<file path="src/hw/rtl/isochronic_tone_mixer_assert.svh">
// Assertion macros shared by the isochronic tone mixer RTL.
// Each macro expects clk and rst_n to be visible in the including scope.
`ifndef ISOCHRONIC_TONE_MIXER_ASSERT_SVH
`define ISOCHRONIC_TONE_MIXER_ASSERT_SVH

// Same-cycle implication, disabled while reset is asserted.
`define ITM_ASSERT_IMP(lbl, ante, cons, msg) \
  lbl: assert property (@(posedge clk) disable iff (!rst_n) (ante) |-> (cons)) \
    else $error(msg);

// Next-cycle implication, disabled while reset is asserted.
`define ITM_ASSERT_NXT(lbl, ante, cons, msg) \
  lbl: assert property (@(posedge clk) disable iff (!rst_n) (ante) |=> (cons)) \
    else $error(msg);

`endif

</file>
<file path="src/hw/rtl/itm_pkg.sv">
// Shared types and constants of the isochronic tone mixer.
// Used by itm_ctrl, itm_dpath and isochronic_tone_mixer; depends on nothing.
package itm_pkg;

  // Default parameter values.
  localparam int unsigned PHASE_BITS_DEF  = 32;
  localparam int unsigned SINE_DEPTH_DEF  = 1024;

  // Fixed field widths.
  localparam int unsigned SAMPLE_W   = 16;
  localparam int unsigned INC_W      = 31;
  localparam int unsigned AMP_W      = 15;
  localparam int unsigned MIX_W      = 17;
  localparam int unsigned CFG_IDX_W  = 3;
  localparam int unsigned CFG_DATA_W = 31;

  // Shared multiplier: signed 18 x 33 with a 51-bit product.
  localparam int unsigned MUL_A_W = 18;
  localparam int unsigned MUL_B_W = 33;
  localparam int unsigned PROD_W  = MUL_A_W + MUL_B_W;

  // Register reset values and mix limit.
  localparam logic [AMP_W-1:0] AMP_RESET = 15'd32767;
  localparam logic [MIX_W-1:0] MIX_ONE   = 17'd65536;

  // Quarter-wave polynomial coefficients.
  localparam logic [16:0] SINE_C1   = 17'd2320;
  localparam logic [16:0] SINE_C2   = 17'd21024;
  localparam logic [16:0] SINE_C3   = 17'd51472;
  localparam logic [16:0] Q15_LIMIT = 17'd32767;

  // Configuration register indexes.
  typedef enum logic [CFG_IDX_W-1:0] {
    REG_CARRIER_INC = 3'd0,
    REG_PULSE_INC   = 3'd1,
    REG_AMPLITUDE   = 3'd2,
    REG_MASKING_MIX = 3'd3,
    REG_MUSIC_EN    = 3'd4
  } cfg_reg_t;

  // Datapath step codes, one per use of the shared multiplier.
  typedef enum logic [3:0] {
    OP_NONE = 4'd0,
    OP_IDX  = 4'd1,
    OP_ANG  = 4'd2,
    OP_T2   = 4'd3,
    OP_Y1   = 4'd4,
    OP_Y2   = 4'd5,
    OP_Y3   = 4'd6,
    OP_AMP  = 4'd7,
    OP_TONE = 4'd8,
    OP_MIX  = 4'd9
  } op_t;

  // Controller to datapath.
  typedef struct packed {
    op_t  op;
    logic take;
    logic stop;
    logic load_out;
  } cmd_t;

  // Datapath to controller.
  typedef struct packed {
    logic gate_open;
  } sts_t;

endpackage

</file>
<file path="src/hw/rtl/itm_ctrl.sv">
// Sequencer of the isochronic tone mixer: handshakes and step commands.
// Depends on itm_pkg and isochronic_tone_mixer_assert.svh.
`include "isochronic_tone_mixer_assert.svh"

module itm_ctrl (
  input  logic          clk,
  input  logic          rst_n,
  input  logic          in_valid,
  input  logic          in_kind,
  output logic          in_ready,
  output logic          out_valid,
  input  logic          out_ready,
  input  itm_pkg::sts_t sts,
  output itm_pkg::cmd_t cmd
);

  typedef enum logic [10:0] {
    ST_IDLE = 11'b00000000001,
    ST_IDX  = 11'b00000000010,
    ST_ANG  = 11'b00000000100,
    ST_T2   = 11'b00000001000,
    ST_Y1   = 11'b00000010000,
    ST_Y2   = 11'b00000100000,
    ST_Y3   = 11'b00001000000,
    ST_AMP  = 11'b00010000000,
    ST_TONE = 11'b00100000000,
    ST_MIX  = 11'b01000000000,
    ST_SUM  = 11'b10000000000
  } state_t;

  state_t state_r, state_nxt;
  logic   out_valid_r, out_valid_nxt;
  logic   accept;

  assign in_ready  = (state_r == ST_IDLE);
  assign out_valid = out_valid_r;
  assign accept    = in_valid && in_ready;

  always_comb begin
    state_nxt    = state_r;
    cmd.op       = itm_pkg::OP_NONE;
    cmd.take     = 1'b0;
    cmd.stop     = 1'b0;
    cmd.load_out = 1'b0;
    unique case (state_r)
      ST_IDLE: begin
        if (accept) begin
          if (in_kind) begin
            cmd.stop = 1'b1;
          end else begin
            cmd.take  = 1'b1;
            // A closed gate needs no sine: go straight to the mix.
            state_nxt = sts.gate_open ? ST_IDX : ST_TONE;
          end
        end
      end
      ST_IDX: begin
        cmd.op    = itm_pkg::OP_IDX;
        state_nxt = ST_ANG;
      end
      ST_ANG: begin
        cmd.op    = itm_pkg::OP_ANG;
        state_nxt = ST_T2;
      end
      ST_T2: begin
        cmd.op    = itm_pkg::OP_T2;
        state_nxt = ST_Y1;
      end
      ST_Y1: begin
        cmd.op    = itm_pkg::OP_Y1;
        state_nxt = ST_Y2;
      end
      ST_Y2: begin
        cmd.op    = itm_pkg::OP_Y2;
        state_nxt = ST_Y3;
      end
      ST_Y3: begin
        cmd.op    = itm_pkg::OP_Y3;
        state_nxt = ST_AMP;
      end
      ST_AMP: begin
        cmd.op    = itm_pkg::OP_AMP;
        state_nxt = ST_TONE;
      end
      ST_TONE: begin
        cmd.op    = itm_pkg::OP_TONE;
        state_nxt = ST_MIX;
      end
      ST_MIX: begin
        cmd.op    = itm_pkg::OP_MIX;
        state_nxt = ST_SUM;
      end
      ST_SUM: begin
        // Hold the finished sum until the output register is free.
        if (!out_valid_r || out_ready) begin
          cmd.load_out = 1'b1;
          state_nxt    = ST_IDLE;
        end
      end
      default: begin
        state_nxt = ST_IDLE;
      end
    endcase
  end

  always_comb begin
    if (cmd.load_out) begin
      out_valid_nxt = 1'b1;
    end else if (out_ready) begin
      out_valid_nxt = 1'b0;
    end else begin
      out_valid_nxt = out_valid_r;
    end
  end

  always_ff @(posedge clk) begin
    if (!rst_n) begin
      state_r     <= ST_IDLE;
      out_valid_r <= 1'b0;
    end else begin
      state_r     <= state_nxt;
      out_valid_r <= out_valid_nxt;
    end
  end

  `ITM_ASSERT_IMP(a_no_overwrite, cmd.load_out, !out_valid_r || out_ready, "result overwritten before taken")
  `ITM_ASSERT_NXT(a_busy_after_take, cmd.take, !in_ready, "ready while a sample is in work")
  `ITM_ASSERT_NXT(a_closed_short_path, cmd.take && !sts.gate_open, state_r == ST_TONE, "closed gate did not skip the sine")

endmodule

</file>
<file path="config.mk">
export PLATFORM = sky130hd
export DESIGN_NAME = itm_ctrl
export DESIGN_NICKNAME = d
export VERILOG_FILES = /design/src/hw/rtl/itm_pkg.sv /design/src/hw/rtl/itm_ctrl.sv
export VERILOG_INCLUDE_DIRS = /design/src /design/src/hw/rtl
export SDC_FILE = /design/constraint.sdc
export NUM_CORES = 1
export LEC_CHECK = 0
export BUFFER_PORTS_ARGS = -buffer_cell sky130_fd_sc_hd__buf_2
export CAP_MARGIN = 20
export CORE_MARGIN = 5
export CORE_UTILIZATION = 52
export DETAILED_ROUTE_END_ITERATION = 6
export PLACE_DENSITY = 0.76
export SLEW_MARGIN = 20
export SYNTH_ARGS = -nofsm -noshare
export SYNTH_HDL_FRONTEND = slang
export SYNTH_SLANG_ARGS = --single-unit
</file>
<file path="constraint.sdc">
create_clock -name clk -period 2.3 [get_ports clk]
set_input_delay 0.46 -clock clk [delete_from_list [all_inputs] [get_ports clk]]
set_output_delay 0.46 -clock clk [all_outputs]
set_load 0.02 [all_outputs]
</file>
## After elaboration in Yosys (flattened, before gate mapping)

Index checks and enable logic that the tools add are counted.

| operators by class | value |
|---|---|
| mux-type cells | 14 |
| reduce and logical (&&, ||, !) cells | 5 |
| equal/unequal tests | 14 |

Operator list:

| cell | count |
|---|---|
| case mux 11 bit (11 select lines) | 1 |
| case mux 4 bit (9 select lines) | 1 |
| two-way mux 11 bit | 3 |
| == test 11 x 1 -> 1 bit, second input constant | 1 |
| == test 11 x 10 -> 1 bit, second input constant | 1 |
| == test 11 bit, second input constant | 1 |
| == test 11 x 2 -> 1 bit, second input constant | 1 |
| == test 11 x 3 -> 1 bit, second input constant | 1 |
| == test 11 x 4 -> 1 bit, second input constant | 1 |
| == test 11 x 5 -> 1 bit, second input constant | 1 |
| == test 11 x 6 -> 1 bit, second input constant | 1 |
| == test 11 x 7 -> 1 bit, second input constant | 1 |
| == test 11 x 8 -> 1 bit, second input constant | 1 |
| == test 11 x 9 -> 1 bit, second input constant | 1 |
| two-way mux 9 bit | 1 |
| two-way mux 1 bit | 6 |
| two-way mux 2 bit | 2 |
| inequality test 2 bit, second input constant | 2 |
| AND reduction 3 bit | 1 |
| inequality test 2 x 1 -> 1 bit, second input constant | 1 |
| nonzero test 2 bit | 1 |
| logical AND 1 bit | 1 |
| zero test 1 bit | 1 |
| logical OR 1 bit | 1 |

| storage, ports and cells | value |
|---|---|
| register bits | 12 |
| output and inout bits | 9 |
| bits of input ports | 6 |
| logic and storage cells | 35 |

## Depth between registers and ports, before layout

Gate-level depths: netlist (run 1).

| depth | value |
|---|---|
| depth in word-level cells | 5 |
| depth in mapped cells | 5 |
| mapped depth without buffers | 4 |

## Least setup slack after synthesis (run 1)

Ideal clock, no wire load.

| timing path | value |
|---|---|
| kind | reg2out |
| from | register state_r[7] |
| to | output cmd[1] (netlist bit) |
| cell stages (with the launch flop) | 6 |
| setup slack | 393 ps |
| data arrival time | 1447 ps |
| data required time | 1840 ps |
| path buffers | 1 |
| cell sequence | dfxtp_1 -> buf_6 -> nor4_4 -> nand4_1 -> inv_1 -> and3_1 |

RTL lines:

| what | RTL line | RTL |
|---|---|---|
| start, declared | itm_ctrl.sv:31 | `state_t state_r, state_nxt;` |
| start signal, assigned | itm_ctrl.sv:121 | `state_r <= state_nxt;` |
| end, declared | itm_ctrl.sv:14 | `output itm_pkg::cmd_t cmd` |

==> metrics.csv, run 1 <==
metric,value,unit
synth_top_area_share,0.305,
ant_nets,0,
diodes,0,
worstSkewPairLatency,0.28,ns
die_w,48.9,um
via_count,716,
setup_viol,0,
met1_usage,0.196,
io_pins,15,
cp.required,1.84,ns
hold_end,state_r[1],
cp-end-kind,output port,
vias_per_cell,5.92,
gr-total-overflow,0,
rows,14,
powerDensity,579,nW/um^2
power_leakage,0.000346,uW
run_status,"complete, no violations",
ys_warn_count,0,
grt_pass1_vias,670,
worstReg2RegStart,state_r[4],
dp_cells,116,
globalRouteMet2Util,0.237,
cp-start-kind,flip-flop,
yosys_register_bits,12,
cts.clk_slew.worst_paths,0.09,ns
path_buf_inv,1,
swShare,0.299,
top_usage_layer,met2,
post-route-period-util,0.967,
final_layout_size_suffix_gt1_frac,0.238,
area_delta_synth_final,8.10,%
layout_min_cycle_time,2.22,ns
postSynthCellCount,94,
cts_tree,built,
worst_pin_slew,0.412,ns
max_freq,450,MHz
reg2reg_slack,0.45,ns
hold_viol,0,
place.gp.congestion,0.849,
yosysUniqueCellTypes,35,
final_cells,121,
synth_seq_area_share,0.305,
wirelength,1.74,mm
power,493,uW
ir_drop,462,uV
synth_area_leader_cell,dfxtp_1,
crit_family,simple AND/OR/NAND/NOR gates,
avgSynthCellArea,8.39,um^2
intPower,346,uW
grt_pass1_wl,2.90,mm
cts_hold_buffers,0,
crit_chain,"nor4_4, nand3b_1, nor3b_2, or3_1, buf_2",
htree_levels,1,
initial_core_util,0.536,
cts_buffers,3,
drt_iter0_drc,35,
antenna_found_initial,0,
wl_per_cell,14.4,um
critPathKind,flip-flop to output port,
synth_nets,100,
synthArstFlopShare,0,
holdCritStartpoint,sts,
coreArea,1470,um^2
cts_buffer_depth,2,
drc,0,
r2r_end,state_r[3],
hold_class,input port to flip-flop,
worstRegToRegCells,5,
syn_area,788,um^2
p_sw,147,uW
drv_slew,0,
cp_data_arrival_time,1.76,ns
max_slew_margin,0.725,
cts_sinks,12,
port_buffers,14,
ys.flop_type,dfxtp_1,
hold_depth,2,
first_pass_iters,4,
synth_edf_count,0,
die_h,48.9,um
yosys-top-cells-area,"dfxtp_1 30%, nor2_1 5.2%, nor2b_1 4.8%",
grt_util_met3,0.0520,
crit_path_max_fanout,8,
clockPowerShare,0.355,
power_frac_seq,0.459,
max_cap_viol_count,0,
pwr-share-comb,0.186,
grt_max_degree,11,
cts_root_buf,clkbuf_4,
grt_use_total,0.151,
die_area,2390,um^2
hpwl,1.22,mm
cp_slowest_cell,dfxtp_1,
fin_nets,112,
critPathMaxStageDelay,0.40,ns
fin_skew,0.00606,ns
## how the worst max path moves through the flow
stage | start | endpoint | slack, ns | cells after the start
after floorplan | state_r[7] | cmd[1] | 0.39 | 5
after global placement | state_r[7] | cmd[3] | 0.33 | 5
after detailed placement | state_r[8] | cmd[3] | 0.28 | 5
after CTS | state_r[8] | cmd[3] | 0.04 | 5
after global routing | state_r[3] | cmd[1] | -0.002 | 5
final | state_r[0] | cmd[3] | 0.08 | 5
## worst reg2reg max path, stage by stage (launching register included)
cell,delay (ns)
dfxtp_1,0.53
nor4_4,0.10
buf_4,0.17
a41oi_1,0.35
nand2_1,0.25
nor4b_1,0.34
## logic make-up after synthesis
kind of cell	Yosys count	share of synthesized area
AOI/OAI and AO/OA	12	0.102
xor gates and xnor gates	5	0.0556
and+or+nand+nor	54	0.416
DFF	12	0.305
buffers and inverters	11	0.122
## cell usage in the layout, fill, tap and decap left out, drive strengths merged
master / instances
xor2: 2
or3: 2
o311ai: 1
xnor2: 3
nor3b: 1
nand2b: 1
a21oi: 1
nor4b: 3
clkbuf: 4
nand2: 9
nor4: 4
inv: 3
or3b: 1
and3: 3
o31ai: 2
nand3: 2
nand3b: 1
a21boi: 1
o22a: 1
dfxtp: 12
nand4: 4
buf: 15
a41oi: 1
o21ai: 4
o22ai: 1
nor2: 11
nor2b: 6
nor3: 6
## power groups by stage
stage                     clock (uW)  sequential [uW]  combinational (uW)
after global placement             0              229                83.6
after detailed placement           0              229                85.5
final                            175              226                91.5
after CTS                        174              226                87.6
after floorplan                    0              219                72.0
after global routing             192              227                 101
## cells in the mapped netlist (2+ instances only)
cell type	instances
and3_1	3
buf_2	2
buf_4	2
buf_6	2
dfxtp_1	12
inv_1	3
nand2_1	9
nand4_1	4
nor2_1	11
nor2b_1	6
nor3_1	5
nor4_1	2
nor4b_1	3
o21ai_0	4
o31ai_1	2
or3_1	2
xnor2_1	3
xor2_1	2
## layout make-up
| class | count | area (um^2) |
|---|---|---|
| sequential | 12 | 241 |
| multi-input combinational | 71 | 465 |
| tap | 16 | 20.0 |
| clock buffer | 4 | 36.3 |
| inverter | 3 | 11.3 |
| timing repair buffer | 15 | 77.6 |
| fill | 134 | 619 |
## metal layers
| layer | vias up | routed length, um |
|---|---|---|
| met5 | - | 0 |
| met4 | 0 | 13 |
| met3 | 2 | 117 |
| met2 | 29 | 821 |
| met1 | 332 | 790 |
| li1 | 353 | - |
## sequential cells by signal, summed over array words and instances (netlist names)
signal,flops
state_r,11
out_valid,1
## through the flow
step	util	cell area (um^2)	hold WS, ns	worst slack (ns)	TNS, ns
6_report	0.579	852	0.421	0.0763	0
5_1_grt	0.579	852	0.435	-0.00206	-0.00206
4_1_cts	0.575	846	0.427	0.0393	0
3_5_place_dp	0.539	793	0.516	0.275	0
3_3_place_gp	0.539	793	0.517	0.328	0
2_1_floorplan	-	788	0.479	0.393	0
## timing repair
action / CTS / global route
resized for setup: 1 / 2
buffers inserted: 1 / 0
endpoints found under the hold margin: 0 / 0
setup endpoints to repair: 1 / 3
pin swaps: 1 / 3
Power figures use the tool's default switching activity.
==> run 2, diff against run 1 <==
ABC_AREA = 1   (was default)
PLACE_DENSITY = 0.86   (was 0.76)
==> run 2 against run 1 <==
Compared with the run above:
- first-iteration DRC count fell by 69%
- clock power is 29% lower
- flip-flop and latch count unchanged
==> metrics.csv, run 2 <==
metric,value,unit,change
run_status,"complete, no violations",,unchanged
cp-end-kind,output port,,unchanged
pwr-share-comb,0.483,,was 0.186
largest_register_ffs,11,,unchanged
powerDensity,820,nW/um^2,was 579 nW/um^2
io_pins,15,,unchanged
power_frac_seq,0.342,,was 0.459
synth_commonest_cells,"33 x nand2_1, 17 x inv_1, 16 x nor2_1",,"was 12 x dfxtp_1, 11 x nor2_1, 9 x nand2_1"
globalRouteMet2Util,0.279,,was 0.237
synth_edf_count,0,,unchanged
place.gp.congestion,0.812,,was 0.849
worstSkewPairLatency,0.27,ns,was 0.28 ns
cp.required,1.84,ns,about the same
top_usage_layer,met2,,unchanged
grt_pass1_vias,656,,was 670
hpwl,1.27,mm,was 1.22 mm
initial_core_util,0.564,,was 0.536
ys_warn_count,0,,unchanged
drc,0,,unchanged
coreArea,1350,um^2,was 1470 um^2
first_pass_iters,4,,unchanged
via_count,732,,was 716
cpMostUsedCell,nand2_1,,
synthArstFlopShare,0,,unchanged
yosysUniqueCellTypes,21,,was 35
yosys-top-cells-area,"dfxtp_1 32%, nand2_1 16%, inv_1 8.4%",,"was dfxtp_1 30%, nor2_1 5.2%, nor2b_1 4.8%"
cts_buffers,3,,unchanged
max_slew_margin,0.811,,was 0.725
postCtsSetupBuffers,0,,was 1
path_buf_inv,2,,was 1
synth_nets,120,,was 100
cts_hold_buffers,0,,unchanged
max_freq,524,MHz,was 450 MHz
ant_nets,0,,unchanged
die_area,2330,um^2,was 2390 um^2
grt_util_met3,0.0295,,was 0.0520
die_h,48.3,um,was 48.9 um
grt_max_degree,10,,was 11
dpl_cell_area,843,um^2,was 793 um^2
fin_nets,138,,was 112
drv_slew,0,,unchanged
port_buffers,14,,unchanged
cp_data_arrival_time,1.45,ns,was 1.76 ns
rsz0062_at_grt,no,,
final_cell_mix,"33 x nand2_1, 17 x inv_1, 16 x nor2_1",,"was 14 x buf_2, 11 x nor2_1, 11 x dfxtp_1"
postSynthCellCount,114,,was 94
post-route-period-util,0.830,,was 0.967
design_area,866,um^2,was 852 um^2
antenna_found_initial,0,,unchanged
cts.clk_slew.worst_paths,0.07,ns,was 0.09 ns
cts_sinks,12,,unchanged
intPower,402,uW,was 346 uW
hold_viol,0,,unchanged
max_cap_viol_count,0,,unchanged
cp-start-kind,flip-flop,,unchanged
syn_area,762,um^2,was 788 um^2
die_w,48.3,um,was 48.9 um
avgSynthCellArea,6.68,um^2,was 8.39 um^2
gr-total-overflow,0,,unchanged
yosys_register_bits,12,,unchanged
p_sw,308,uW,was 147 uW
vias_per_cell,5.05,,was 5.92
fin_skew,0.00144,ns,was 0.00606 ns
critPathKind,flip-flop to output port,,unchanged
crit_chain,"nor2_2, nand2_4, nor2_8, nand2_1, nand2_1, inv_1, nand4_1, buf_2",,"was nor4_4, nand3b_1, nor3b_2, or3_1, buf_2"
grt_pass1_wl,2.62,mm,was 2.90 mm
power_leakage,0.000434,uW,was 0.000346 uW
fillers,124,,was 134
met1_usage,0.185,,was 0.196
yosysMostFrequentCell,nand2_1,,was dfxtp_1
largest_register,state_r,,unchanged
worst_pin_slew,0.282,ns,was 0.412 ns
grt_use_total,0.163,,was 0.151
hold_class,input port to flip-flop,,unchanged
layout_commonest_cell,nand2_1,,was buf_2
critPathMaxStageDelay,0.34,ns,was 0.40 ns
cp_slowest_cell,dfxtp_1,,unchanged
crit_path_max_fanout,7,,was 8
synth_area_leader_cell,dfxtp_1,,unchanged
layout_min_cycle_time,1.91,ns,was 2.22 ns
clockPowerShare,0.175,,was 0.355
rows,13,,was 14
ys.flop_type,dfxtp_1,,unchanged
diodes,0,,unchanged
cts_tree,built,,unchanged
cts_root_buf,clkbuf_4,,unchanged
htree_levels,1,,unchanged
cts_buffer_depth,2,,unchanged
wirelength,1.53,mm,was 1.74 mm
final_layout_size_suffix_gt1_frac,0.246,,was 0.238
tns,0,ns,unchanged
area_delta_synth_final,13.6,%,was 8.10%
drt_iter0_drc,11,,was 35
swShare,0.434,,was 0.299
ctsResizeCount,0,,was 1
ir_drop,589,uV,was 462 uV
crit_family,simple AND/OR/NAND/NOR gates,,unchanged
synth_top_area_share,0.315,,was 0.305
wl_per_cell,10.6,um,was 14.4 um
synth_seq_area_share,0.315,,was 0.305
setup_viol,0,,unchanged
-- run 2: changes by cell type in the layout (fill, tap and decap cells not counted), moves of 5 or more --
cell,change
nand2_1,+24
inv_1,+14
nor2b_1,-6
nor2_1,+5
nor3_1,+5
o21ai_1,+5
-- run 2: area by class of cell --
type | instances | area [um^2] | share of cell area
timing repair buffer | 14 | 70.1 | 0.0809
multi-input combinational | 82 | 443 | 0.512
clock buffer | 3 | 22.5 | 0.0260
sequential | 12 | 240 | 0.277
inverter | 19 | 71.3 | 0.0824
tap | 15 | 18.8 | 0.0217
-- run 2: logic make-up after synthesis --
kind of cell / after synthesis / synth area share
buffers and inverters: 20 / 0.103
AND/OR/NAND/NOR: 76 / 0.542
AO/OA/AOI/OAI: 6 / 0.0394
flip-flops: 12 / 0.315
-- run 2: metal layers --
metal / part of all wire / up-vias
li1: - / 386
met1: 0.43 / 323
met2: 0.48 / 19
met3: 0.063 / 4
met4: 0.021 / 0
met5: 0 / -
-- run 2: power by group through the flow --
stage / registers, uW / clock network, uW / logic [uW]
6_report: 243 / 125 / 343
2_1_floorplan: 246 / 0 / 277
5_1_grt: 244 / 136 / 376
3_3_place_gp: 246 / 0 / 338
3_5_place_dp: 246 / 0 / 343
4_1_cts: 242 / 125 / 343
-- run 2: through the flow --
stage                     utilization  instances  power (uW)  setup WS (ns)  hold slack (ns)
after global routing            0.641        145         757          0.303            0.435
after global placement          0.625        142         585          0.688            0.559
after floorplan                     -        114         523          0.748            0.535
final                           0.641        145         710          0.392            0.425
after CTS                       0.641        145         711          0.386            0.422
after detailed placement        0.625        142         589          0.686            0.562
-- run 2: final timing paths --
| path | startpoint | end | slack, ns | cells past startpoint |
|---|---|---|---|---|
| setup / recovery | state_r[8] | cmd[3] | 0.39 | 8 |
| hold / removal | sts | state_r[1] | 0.42 | 3 |
| setup reg to reg | state_r[1] | state_r[8] | 0.99 | 7 |
| hold reg to reg | state_r[2] | state_r[3] | 0.57 | 4 |
-- run 2: worst register-to-register path, cell delays in order, from the launching register on --
cell,delay (ns)
dfxtp_1,0.34
nor2_1,0.10
nand2_1,0.14
nor2_4,0.17
nand3_2,0.10
nand2_4,0.13
inv_2,0.05
and3_1,0.16
